## src/nimc_pkg.sv

```systemverilog
package nimc_pkg;

  // request codes
  localparam logic [3:0] REQ_REGISTER = 4'd0;
  localparam logic [3:0] REQ_SAVE     = 4'd1;
  localparam logic [3:0] REQ_RESTORE  = 4'd2;
  localparam logic [3:0] REQ_DISABLE  = 4'd3;
  localparam logic [3:0] REQ_ENABLE   = 4'd4;
  localparam logic [3:0] REQ_CHECK    = 4'd5;
  localparam logic [3:0] REQ_GSAVE    = 4'd6;
  localparam logic [3:0] REQ_GRESTORE = 4'd7;
  localparam logic [3:0] REQ_GRESET   = 4'd8;
  localparam logic [3:0] REQ_GHALF    = 4'd9;

  // mask actions
  localparam logic [1:0] ACT_NONE   = 2'd0;
  localparam logic [1:0] ACT_MASK   = 2'd1;
  localparam logic [1:0] ACT_UNMASK = 2'd2;

  // register index
  localparam logic REG_REAL_LINE_MAP = 1'b0;

  typedef struct packed {
    logic [3:0] req_type;
    logic [5:0] line;
    logic       real_api;
    logic       in_real_isr;
    logic       in_async_isr;
  } req_t;

  typedef struct packed {
    logic       ok;
    logic       line_enabled;
    logic [1:0] line_action;
    logic       global_enabled;
    logic [1:0] global_action;
    logic       schedule_enable;
  } rsp_t;

endpackage

```

## src/nested_interrupt_mask_counter.sv

```systemverilog
// an accepted word is registered in stage 1, its result then in rsp_q (rsp_valid_o for 1 cycle)
// throughput: one word per cycle; busy stays low, the line counter ram is read on accept and
//   written back the next cycle, with forwarding when consecutive words hit the same line
// reset: asynchronous, active low; registration and enable bits clear, global counter goes to
//   one, schedule flag to zero, line map to zero; line counters are written on registration
// the receiver cannot stall: each result is shown for exactly one cycle
module nested_interrupt_mask_counter import nimc_pkg::*; #(
  parameter int NUM_LINES   = 64,
  parameter int COUNT_WIDTH = 8
) (
  input  logic        clk_i,
  input  logic        rst_ni,
  input  logic        start,
  output logic        busy,
  input  req_t        req_i,
  output logic        rsp_valid_o,
  output rsp_t        rsp_o,
  input  logic        psel,
  input  logic        penable,
  input  logic        pwrite,
  input  logic [3:0]  paddr,
  input  logic [63:0] pwdata,
  output logic [63:0] prdata,
  output logic        pready
);

  localparam int AW = (NUM_LINES > 1) ? $clog2(NUM_LINES) : 1;
  localparam logic [COUNT_WIDTH-1:0] CntLimit = '1;
  localparam logic [COUNT_WIDTH-1:0] CntOne   = COUNT_WIDTH'(1);

  logic [63:0] real_map;
  logic        accept;

  // stage 1: request plus ram read data
  logic                   s1_valid_q;
  req_t                   s1_q;
  logic                   fwd_q;
  logic [COUNT_WIDTH-1:0] fwd_cnt_q;
  logic [COUNT_WIDTH-1:0] ram_rdata;

  logic [NUM_LINES-1:0]   reg_q, reg_d;
  logic [NUM_LINES-1:0]   en_q, en_d;
  logic [COUNT_WIDTH-1:0] gcnt_q, gcnt_d;
  logic                   sched_q, sched_d;

  logic                   rsp_valid_q;
  rsp_t                   rsp_q, rsp_d;

  logic [AW-1:0]          idx;
  logic                   inrange, regd, is_real, allowed, lvalid;
  logic [COUNT_WIDTH-1:0] cur, lwdata, cnt_after, gdec;
  logic                   lwe, en_next;

  nimc_cfg_regs u_cfg (
    .clk_i           (clk_i),
    .rst_ni          (rst_ni),
    .psel            (psel),
    .penable         (penable),
    .pwrite          (pwrite),
    .paddr           (paddr),
    .pwdata          (pwdata),
    .prdata          (prdata),
    .pready          (pready),
    .real_line_map_o (real_map)
  );

  assign busy   = 1'b0;
  assign accept = start && !busy;

  nimc_count_ram #(
    .Depth (NUM_LINES),
    .AddrW (AW),
    .DataW (COUNT_WIDTH)
  ) u_ram (
    .clk_i   (clk_i),
    .we_i    (lwe),
    .waddr_i (idx),
    .wdata_i (lwdata),
    .re_i    (accept),
    .raddr_i (req_i.line[AW-1:0]),
    .rdata_o (ram_rdata)
  );

  assign idx     = s1_q.line[AW-1:0];
  assign inrange = ({1'b0, s1_q.line} < 7'(NUM_LINES));
  assign regd    = inrange && reg_q[idx];
  assign is_real = real_map[s1_q.line];
  assign allowed = s1_q.real_api ? is_real : (!is_real && !s1_q.in_real_isr);
  // ram read is one write behind when the previous word touched this line
  assign cur     = fwd_q ? fwd_cnt_q : ram_rdata;
  assign gdec    = (gcnt_q != '0) ? gcnt_q - CntOne : gcnt_q;

  always_comb begin
    reg_d   = reg_q;
    en_d    = en_q;
    gcnt_d  = gcnt_q;
    sched_d = sched_q;
    lwe     = 1'b0;
    lwdata  = cur;
    en_next = 1'b0;
    rsp_d   = '0;
    lvalid  = 1'b0;

    if (s1_valid_q) begin
      en_next = en_q[idx];
      unique case (s1_q.req_type)
        REQ_REGISTER: begin
          if (inrange) begin
            rsp_d.ok = 1'b1;
            if (!reg_q[idx]) begin
              reg_d[idx] = 1'b1;
              lwe        = 1'b1;
              lwdata     = CntOne;
            end
          end
        end
        REQ_CHECK: begin
          rsp_d.ok = regd;
        end
        REQ_SAVE, REQ_RESTORE, REQ_DISABLE, REQ_ENABLE: begin
          if (regd && allowed) begin
            rsp_d.ok = 1'b1;
            lwe      = 1'b1;
            unique case (s1_q.req_type)
              REQ_SAVE: begin
                lwdata              = (cur != CntLimit) ? cur + CntOne : cur;
                en_next             = 1'b0;
                rsp_d.line_action   = ACT_MASK;
              end
              REQ_RESTORE: begin
                lwdata = (cur != '0) ? cur - CntOne : cur;
                if (lwdata == '0) begin
                  en_next           = 1'b1;
                  rsp_d.line_action = ACT_UNMASK;
                end
              end
              REQ_DISABLE: begin
                lwdata              = CntOne;
                en_next             = 1'b0;
                rsp_d.line_action   = ACT_MASK;
              end
              default: begin
                lwdata              = '0;
                en_next             = 1'b1;
                rsp_d.line_action   = ACT_UNMASK;
              end
            endcase
            en_d[idx] = en_next;
          end
        end
        REQ_GSAVE: begin
          if (!s1_q.in_async_isr) begin
            rsp_d.ok            = 1'b1;
            rsp_d.global_action = ACT_MASK;
            gcnt_d              = (gcnt_q != CntLimit) ? gcnt_q + CntOne : gcnt_q;
            sched_d             = 1'b0;
          end
        end
        REQ_GRESTORE: begin
          if (!s1_q.in_async_isr) begin
            rsp_d.ok = 1'b1;
            gcnt_d   = gdec;
            if (gdec == '0) begin
              sched_d             = 1'b1;
              rsp_d.global_action = ACT_UNMASK;
            end else begin
              sched_d             = 1'b0;
              rsp_d.global_action = ACT_MASK;
            end
          end
        end
        REQ_GRESET: begin
          rsp_d.ok            = 1'b1;
          rsp_d.global_action = ACT_MASK;
          gcnt_d              = CntOne;
        end
        REQ_GHALF: begin
          rsp_d.ok = 1'b1;
          gcnt_d   = '0;
        end
        default: begin
        end
      endcase

      lvalid = (s1_q.req_type <= REQ_CHECK) && inrange &&
               (reg_q[idx] || (s1_q.req_type == REQ_REGISTER));
    end

    cnt_after             = lwe ? lwdata : cur;
    rsp_d.line_enabled    = lvalid && (cnt_after == '0);
    rsp_d.global_enabled  = (gcnt_d == '0);
    rsp_d.schedule_enable = sched_d;
  end

  always_ff @(posedge clk_i or negedge rst_ni) begin
    if (!rst_ni) begin
      s1_valid_q  <= 1'b0;
      fwd_q       <= 1'b0;
      reg_q       <= '0;
      en_q        <= '0;
      gcnt_q      <= CntOne;
      sched_q     <= 1'b0;
      rsp_valid_q <= 1'b0;
    end else begin
      s1_valid_q  <= accept;
      fwd_q       <= lwe && (s1_q.line == req_i.line);
      reg_q       <= reg_d;
      en_q        <= en_d;
      gcnt_q      <= gcnt_d;
      sched_q     <= sched_d;
      rsp_valid_q <= s1_valid_q;
    end
  end

  always_ff @(posedge clk_i) begin
    if (accept) begin
      s1_q      <= req_i;
      fwd_cnt_q <= lwdata;
    end
    if (s1_valid_q) begin
      rsp_q <= rsp_d;
    end
  end

  assign rsp_valid_o = rsp_valid_q;
  assign rsp_o       = rsp_q;

`ifndef SYNTHESIS
  // enable bit of a line tracks its counter being zero
  a_en_tracks_count: assert property (@(posedge clk_i) disable iff (!rst_ni)
    s1_valid_q && lwe |-> (en_next == (lwdata == '0)))
    else $error("line enable bit out of step with counter");

  a_action_needs_ok: assert property (@(posedge clk_i) disable iff (!rst_ni)
    rsp_valid_o && ((rsp_o.line_action != ACT_NONE) || (rsp_o.global_action != ACT_NONE))
      |-> rsp_o.ok)
    else $error("mask action on refused word");

  a_unmask_sched: assert property (@(posedge clk_i) disable iff (!rst_ni)
    rsp_valid_o && (rsp_o.global_action == ACT_UNMASK)
      |-> (rsp_o.schedule_enable && rsp_o.global_enabled))
    else $error("global unmask without schedule enable");

  a_result_follows: assert property (@(posedge clk_i) disable iff (!rst_ni)
    accept |=> ##1 rsp_valid_o)
    else $error("accepted word produced no result");
`endif

endmodule

```

## src/nimc_cfg_regs.sv

```systemverilog
module nimc_cfg_regs import nimc_pkg::*; (
  input  logic        clk_i,
  input  logic        rst_ni,
  input  logic        psel,
  input  logic        penable,
  input  logic        pwrite,
  input  logic [3:0]  paddr,
  input  logic [63:0] pwdata,
  output logic [63:0] prdata,
  output logic        pready,
  output logic [63:0] real_line_map_o
);

  logic [63:0] map_q;
  logic        sel_map;

  // registers sit on 8-byte steps, bit 3 picks the index
  assign sel_map = (paddr[3] == REG_REAL_LINE_MAP);
  assign pready  = 1'b1;

  always_ff @(posedge clk_i or negedge rst_ni) begin
    if (!rst_ni) begin
      map_q <= '0;
    end else if (psel && penable && pwrite && pready && sel_map) begin
      map_q <= pwdata;
    end
  end

  assign prdata          = sel_map ? map_q : '0;
  assign real_line_map_o = map_q;

endmodule

```

## src/nimc_count_ram.sv

```systemverilog
module nimc_count_ram #(
  parameter int Depth = 64,
  parameter int AddrW = 6,
  parameter int DataW = 8
) (
  input  logic             clk_i,
  input  logic             we_i,
  input  logic [AddrW-1:0] waddr_i,
  input  logic [DataW-1:0] wdata_i,
  input  logic             re_i,
  input  logic [AddrW-1:0] raddr_i,
  output logic [DataW-1:0] rdata_o
);

  logic [DataW-1:0] mem [Depth];

  always_ff @(posedge clk_i) begin
    if (we_i) begin
      mem[waddr_i] <= wdata_i;
    end
  end

  always_ff @(posedge clk_i) begin
    if (re_i) begin
      rdata_o <= mem[raddr_i];
    end
  end

endmodule

```

## config.mk

```make
export PLATFORM = sky130hd
export DESIGN_NAME = nested_interrupt_mask_counter
export DESIGN_NICKNAME = d
export VERILOG_FILES = /design/src/nimc_pkg.sv /design/src/nested_interrupt_mask_counter.sv /design/src/nimc_cfg_regs.sv /design/src/nimc_count_ram.sv
export SDC_FILE = /design/constraint.sdc
export NUM_CORES = 1
export LEC_CHECK = 0
export BUFFER_PORTS_ARGS = -buffer_cell sky130_fd_sc_hd__buf_2
export CAP_MARGIN = 20
export CORE_MARGIN = 4
export CORE_UTILIZATION = 30
export CTS_BUF_LIST = sky130_fd_sc_hd__clkbuf_16
export DETAILED_ROUTE_END_ITERATION = 12
export SLEW_MARGIN = 20
export SYNTH_ARGS = -nofsm -noshare
export SYNTH_HDL_FRONTEND = slang
export SYNTH_HIERARCHICAL = 1
export SYNTH_SLANG_ARGS = --single-unit
```

## constraint.sdc

```tcl
create_clock -name clk_i -period 9.9 [get_ports clk_i]
set_clock_uncertainty 0.15 [all_clocks]
set_input_delay 1.485 -clock clk_i [delete_from_list [all_inputs] [get_ports clk_i]]
set_output_delay 1.485 -clock clk_i [all_outputs]
set_load 0.005 [all_outputs]
```

Yosys cells after proc, flatten, opt, wreduce, memory -nomap -nowiden
Memories as Yosys holds them, arrays and structs flattened. A register that Yosys moved wholly into a read port is not among the register bits.
Cells that the tools add are included.
{"block": "classes", "n_eq_ne": 12, "muxes": 43, "n_addsub": 4, "bitwise": 3, "n_reduce_logical": 25, "magnitude_cmp": 3}
{"cell": "2-to-1 mux 8 bit", "count": 12}
{"cell": "2-to-1 mux 64 bit", "count": 1}
{"cell": "bitwise OR 64 bit", "count": 1}
{"cell": "logical NOT 8 bit", "count": 4}
{"cell": "one-hot mux 8 bit (4 select lines)", "count": 1}
{"cell": "one-hot mux 8 bit (3 select lines)", "count": 1}
{"cell": "adder 8 x 1 -> 8 bit (second input constant)", "count": 2}
{"cell": "== test 4 x 3 -> 1 bit (second input constant)", "count": 4}
{"cell": "2-to-1 mux 1 bit", "count": 16}
{"cell": "!= test 8 bit (second input constant)", "count": 2}
{"cell": "one-hot mux 8 bit (2 select lines)", "count": 1}
{"cell": "nonzero test 8 bit", "count": 2}
{"cell": "subtractor 8 x 1 -> 8 bit (second input constant)", "count": 2}
{"cell": "binary-select mux 1 bit (select 6 bit)", "count": 2}
{"cell": "logical AND 1 bit", "count": 9}
{"cell": "== test 4 x 2 -> 1 bit (second input constant)", "count": 2}
{"cell": "== test 4 bit (second input constant)", "count": 2}
{"cell": "less-than comparator 6 x 7 -> 1 bit (second input constant)", "count": 1}
{"cell": "demux 1 bit (select 6 bit)", "count": 1}
{"cell": "== test 6 bit", "count": 1}
{"cell": ">= comparator 6 x 1 -> 1 bit (second input constant)", "count": 1}
{"cell": "2-to-1 mux 2 bit", "count": 3}
{"cell": "one-hot mux 2 bit (3 select lines)", "count": 1}
{"cell": "== test 4 x 1 -> 1 bit (second input constant)", "count": 1}
{"cell": "other kinds (13)", "count": 17}
{"block": "word_totals", "ramBits": 512, "reg_bits": 169, "in_bits": 87, "mem_count": 1}
{"name": "u_ram.mem", "words": 64, "width": 8, "read_ports": 1, "rd_clocked_by_memory_dff": 1, "write_ports": 1, "line_no": "nimc_count_ram.sv:15", "source": "logic [DataW-1:0] mem [Depth];"}

Logic depth before layout (Yosys ltp)
{"block": "logic_depth", "word_depth": 12, "ltp_mapped": 17, "depth_no_buf": 11}

By module
The synthesis kept the hierarchy.
{"mod": "nimc_count_ram", "n_inst": 1, "area_per_inst_um2": 20246.9, "cells_per_inst": 940}
{"mod": "nested_interrupt_mask_counter", "n_inst": 1, "area_per_inst_um2": 6470.0, "cells_per_inst": 628}
{"mod": "nimc_cfg_regs", "n_inst": 1, "area_per_inst_um2": 3141.8, "cells_per_inst": 209}

Least setup slack after synthesis
OpenSTA, ideal clock, no wires.
{"block": "synth_timing", "kind": "reg-to-reg", "from": "register s1_q (netlist bit idx[0])", "to": "register fwd_cnt_q[1], data pin", "path_stages_with_launch": 14, "setup_slack_ps": 3257, "t_arrival_ps": 5783, "path_cell_list": "edfxtp_1 -> buf_2 -> buf_2 -> buf_2 -> buf_2 -> mux4_2 -> a22oi_1 -> o211ai_1 -> nor4_1 -> mux2_2 -> nand3_2 -> and2_4 -> nand2_2 -> o21ai_0"}
{"block": "synth_via", "elab_chain_len": 9, "word_cells_on_any_way": 12}
{"element": "start: declaration", "line_no": "nested_interrupt_mask_counter.sv:36", "source": "req_t s1_q;"}
{"element": "start signal: assignment", "line_no": "nested_interrupt_mask_counter.sv:217", "source": "s1_q <= req_i;"}
{"element": "binary-select mux 1 bit (select 6 bit)", "line_no": "nested_interrupt_mask_counter.sv:87", "source": "assign is_real = real_map[s1_q.line];"}
{"element": "2-to-1 mux 1 bit (not written as such)", "line_no": "nested_interrupt_mask_counter.sv:87"}
{"element": "logical NOT 1 bit", "line_no": "nested_interrupt_mask_counter.sv:88", "source": "assign allowed = s1_q.real_api ? is_real : (!is_real && !s1_q.in_real_isr);"}
{"element": "logical AND 1 bit", "line_no": "nested_interrupt_mask_counter.sv:88"}
{"element": "2-to-1 mux 1 bit", "line_no": "nested_interrupt_mask_counter.sv:88"}
{"element": "logical AND 1 bit", "line_no": "nested_interrupt_mask_counter.sv:121", "source": "if (regd && allowed) begin"}
{"element": "2-to-1 mux 8 bit", "line_no": "nested_interrupt_mask_counter.sv:121"}
{"element": "one-hot mux 8 bit (2 select lines) *", "line_no": "nested_interrupt_mask_counter.sv:106", "source": "unique case (s1_q.req_type)"}
{"element": "2-to-1 mux 8 bit *", "line_no": "nested_interrupt_mask_counter.sv:104", "source": "if (s1_valid_q) begin"}
{"element": "named net lwdata[1]", "line_no": "nested_interrupt_mask_counter.sv:51", "source": "logic [COUNT_WIDTH-1:0] cur, lwdata, cnt_after, gdec;"}
{"element": "end signal: assignment", "line_no": "nested_interrupt_mask_counter.sv:218", "source": "fwd_cnt_q <= lwdata;"}
{"element": "end: declaration", "line_no": "nested_interrupt_mask_counter.sv:38", "source": "logic [COUNT_WIDTH-1:0] fwd_cnt_q;"}
Mark *: on every way through the listed nets, which the timed path passes. The rest lies on a longest branch. The select of a mux whose other input is x is not followed.
A chain may end at the register's enable or synchronous reset.

Worst setup path in the final report
{"block": "layout_timing", "from": "register s1_q (netlist bit idx[1])", "to": "memory u_ram.mem[62][6], enable pin"}
{"block": "layout_via", "elab_chain_len": 11, "word_cells_on_any_way": 14}
{"element": "binary-select mux 1 bit (select 6 bit)", "line_no": "nested_interrupt_mask_counter.sv:87"}
{"element": "2-to-1 mux 1 bit (not written as such)", "line_no": "nested_interrupt_mask_counter.sv:87"}
{"element": "logical NOT 1 bit", "line_no": "nested_interrupt_mask_counter.sv:88"}
{"element": "logical AND 1 bit", "line_no": "nested_interrupt_mask_counter.sv:88"}
{"element": "2-to-1 mux 1 bit", "line_no": "nested_interrupt_mask_counter.sv:88"}
{"element": "logical AND 1 bit", "line_no": "nested_interrupt_mask_counter.sv:121"}
{"element": "2-to-1 mux 1 bit", "line_no": "nested_interrupt_mask_counter.sv:121"}
{"element": "one-hot mux 1 bit (2 select lines) *", "line_no": "nested_interrupt_mask_counter.sv:106"}
{"element": "2-to-1 mux 1 bit *", "line_no": "nested_interrupt_mask_counter.sv:104"}
{"element": "named net lwe", "line_no": "nested_interrupt_mask_counter.sv:52", "source": "logic lwe, en_next;"}
{"element": "2-to-1 mux 1 bit *", "line_no": "nimc_count_ram.sv:18", "source": "if (we_i) begin"}
{"element": "2-to-1 mux 1 bit (not written as such) *", "line_no": "nimc_count_ram.sv:19", "source": "mem[waddr_i] <= wdata_i;"}
{"element": "end: declaration", "line_no": "nimc_count_ram.sv:15"}
Marks and branches as above.

==> metrics.txt <==
Mapped Nets=1869; CTS buffer count=71; Seq. cell area=0.0200 mm^2; Routed WL=70.4 mm; critical path class=reg2reg; RSZ-0062 raised after global routing=false; Die Y=323 um; Starting Density=30.3%; DR top layer=met4; reg2reg start=idx[1]; CP max stage delay=910 ps; prevailing post-synth register cell=edfxtp_1; Synth top cells by count=549 x edfxtp_1, 145 x mux4_2, 139 x dfrtp_1; post-synthesis sequential area ratio=67.0%; Syn Area/Cell=16.8 um^2; share of cells above drive strength 1=27.7%; Post-synth EDFFs=549; worst r2r dst=u_ram/mem[62][6]; die area=0.105 mm^2; startpoint class of the critical path=flip-flop; worst reg2reg setup slack=2970 ps; Hold-fix buffers, CTS=0; via count=16.9k; first-pass GRT wire length=105 mm; average wire per standard cell=21.6 um; Worst-path clk slew=60 ps; outcome=complete, no violations; initial antenna violation count=3; min cycle time layout=6930 ps; Bufs on Longest Clock Path=3; top-level port count=162; Arrival @ worst endpoint=7020 ps; # rows=115; remaining antenna violation count=0; total grt overflow=0; port bufs=156; DR pass1 iterations=7; synthesized instance count=1777; post-CTS sizing=0; placeable core region=0.0986 mm^2; fillers=9212; hold path start=reg_q[34]; Area Growth Syn to Fin=14.2%; H-tree depth=3; CTS Sinks=689; critical path peak fanout=50; max cap viols=0; fmax=0.144 GHz; P_leak=12.2 nW; final hold viol count=0; Worst Setup End Kind=flip-flop; Root Buffer=clkbuf_16; WL met2=32.8 mm; share of the synthesized area in the top cell type=55.2%; Hold Path Cell Cnt=1; nets=2020; Peak VDD IR=0.105 mV; fin crit share=70.0%; Critical Path, Cell by Cell=buf_4 > mux4_2 > and3_1 > a221oi_2 > or4b_1 > a2111o_1 > or3_1 > nand2_2 > nor2b_1 > nand3_1 > nor2_1; Worst Hold Class=reg2reg; post-CTS setup buffer count=0; met3 routed WL=5.26 mm; area used by multi-input combinational logic=0.00924 mm^2; HPWL Detailed=43.7 mm; Slew headroom=32.6%; ys async rst share=20.3%; post-synth top area cell=edfxtp_1; via/cell ratio=5.16; largest net degree at the start of global routing=94; Worst Hold Endpoint=reg_q[34]; Synth area leaders=edfxtp_1 55%, dfrtp_1 12%, mux4_2 11%, mux2_4 3.0%, nor2b_1 1.8%; CP startpoint=idx[1]; r2r worst-path depth=11; worst skew pair latency=620 ps; slowest CP cell=nor2_1; number of global-route vias before repair=17.0k; CP required=9990 ps; PwrDens=193 mW/mm^2; Post-Syn Area=0.0299 mm^2; DR iter-0 viols=1303; count leader, synth=edfxtp_1; #FFs+latches synth=689; setup violators final=0; Worst-Margin Slew=1010 ps; Final TNS setup=0 ps; post-synth cell types=82; gr usage total=13.1%; CTS tree=done; Final Power=0.00658 W; Slew Viols, Final=0; gpl congestion=0.836; Ys Warns=6; Post-route DRC=0; wl on met1=30.4 mm; die width=323 um
[stage by stage]
stage | instance area, um^2 | hold WS, ps | utilization (%) | instances | worst slack, ps
final | 34100 | 304 | 34.6 | 3268 | 2970
after detailed placement | 31900 | 294 | 32.3 | 3142 | 3030
after global routing | 34100 | 324 | 34.6 | 3265 | 2620
after floorplan | 29900 | 270 | - | 1777 | 3260
after global placement | 31900 | 282 | 32.3 | 3142 | 3100
after CTS | 34100 | 309 | 34.6 | 3265 | 3020
[critical path: cells and delay by family (launching register included)]
kind            cells  cell delay (ps)
simple gates        7             3930
compound gates      2              750
buf+inv             1              600
mux                 1              580
flops               1              510
[final cells by class]
class	count	share of cell area, %
Tap cell	1287	4.72
Timing Repair Buffer	185	3.00
Clock inverter	51	1.15
Multi-Input combinational cell	970	27.1
Clock buffer	72	5.28
Antenna cell	3	0.0220
Sequential cell	689	58.6
Inverter	11	0.121
[metal layers]
metal / global-route usage, % / vias to the layer above
li1: - / 7317
met1: 17.8 / 8740
met2: 20.9 / 683
met3: 3.13 / 132
met4: 4.16 / 0
met5: 0 / -
[state kept, by name (all words and copies together), names as in the netlist, 6 cells and up]
signal,count
u_ram/rdata_o,8
s1_q,7
idx,6
gcnt_q,8
reg_q,64
u_cfg/real_line_map_o,64
u_ram/mem,512
rsp_o,8
fwd_cnt_q,8
[placed cells by master, fill, tap and decap left out, drive strengths merged, types with 17 or more instances in the layout]
master / count
mux2i: 46
o21bai: 25
mux2: 86
nor2: 127
dfrtp: 139
clkinv: 30
edfxtp: 549
o21ai: 36
mux4: 145
a21oi: 23
nor2b: 84
clkbuf: 73
nor3: 27
inv: 25
nand3: 26
a21o: 42
nand2b: 19
buf: 184
o22ai: 17
nand2: 59
[worst max path at each step]
stage                       endpoint
floorplan               fwd_cnt_q[1]
global placement    u_ram/mem[62][6]
detailed placement  u_ram/mem[62][6]
CTS                 u_ram/mem[62][1]
global route        u_ram/mem[62][1]
finish              u_ram/mem[62][6]
[power by group]
part,internal [W],switching (W),total (W)
Sequential,0.00326,0.0000865,0.00335
Combinational,0.000314,0.000386,0.000701
Clock,0.00143,0.00110,0.00253
Total,0.00501,0.00157,0.00658
[kinds of logic after synthesis]
family | count (synthesis) | share of synthesized area, %
other | 2 | 0.0252
adders and majority gates | 5 | 0.210
AOI/OAI and AO/OA | 236 | 5.72
and+or+nand+nor | 433 | 7.65
xor gates and xnor gates | 17 | 0.499
DFF | 689 | 67.0
muxes | 277 | 16.5
buffers and inverters | 118 | 2.48
No activity file was read; power rests on OpenSTA's default activity.
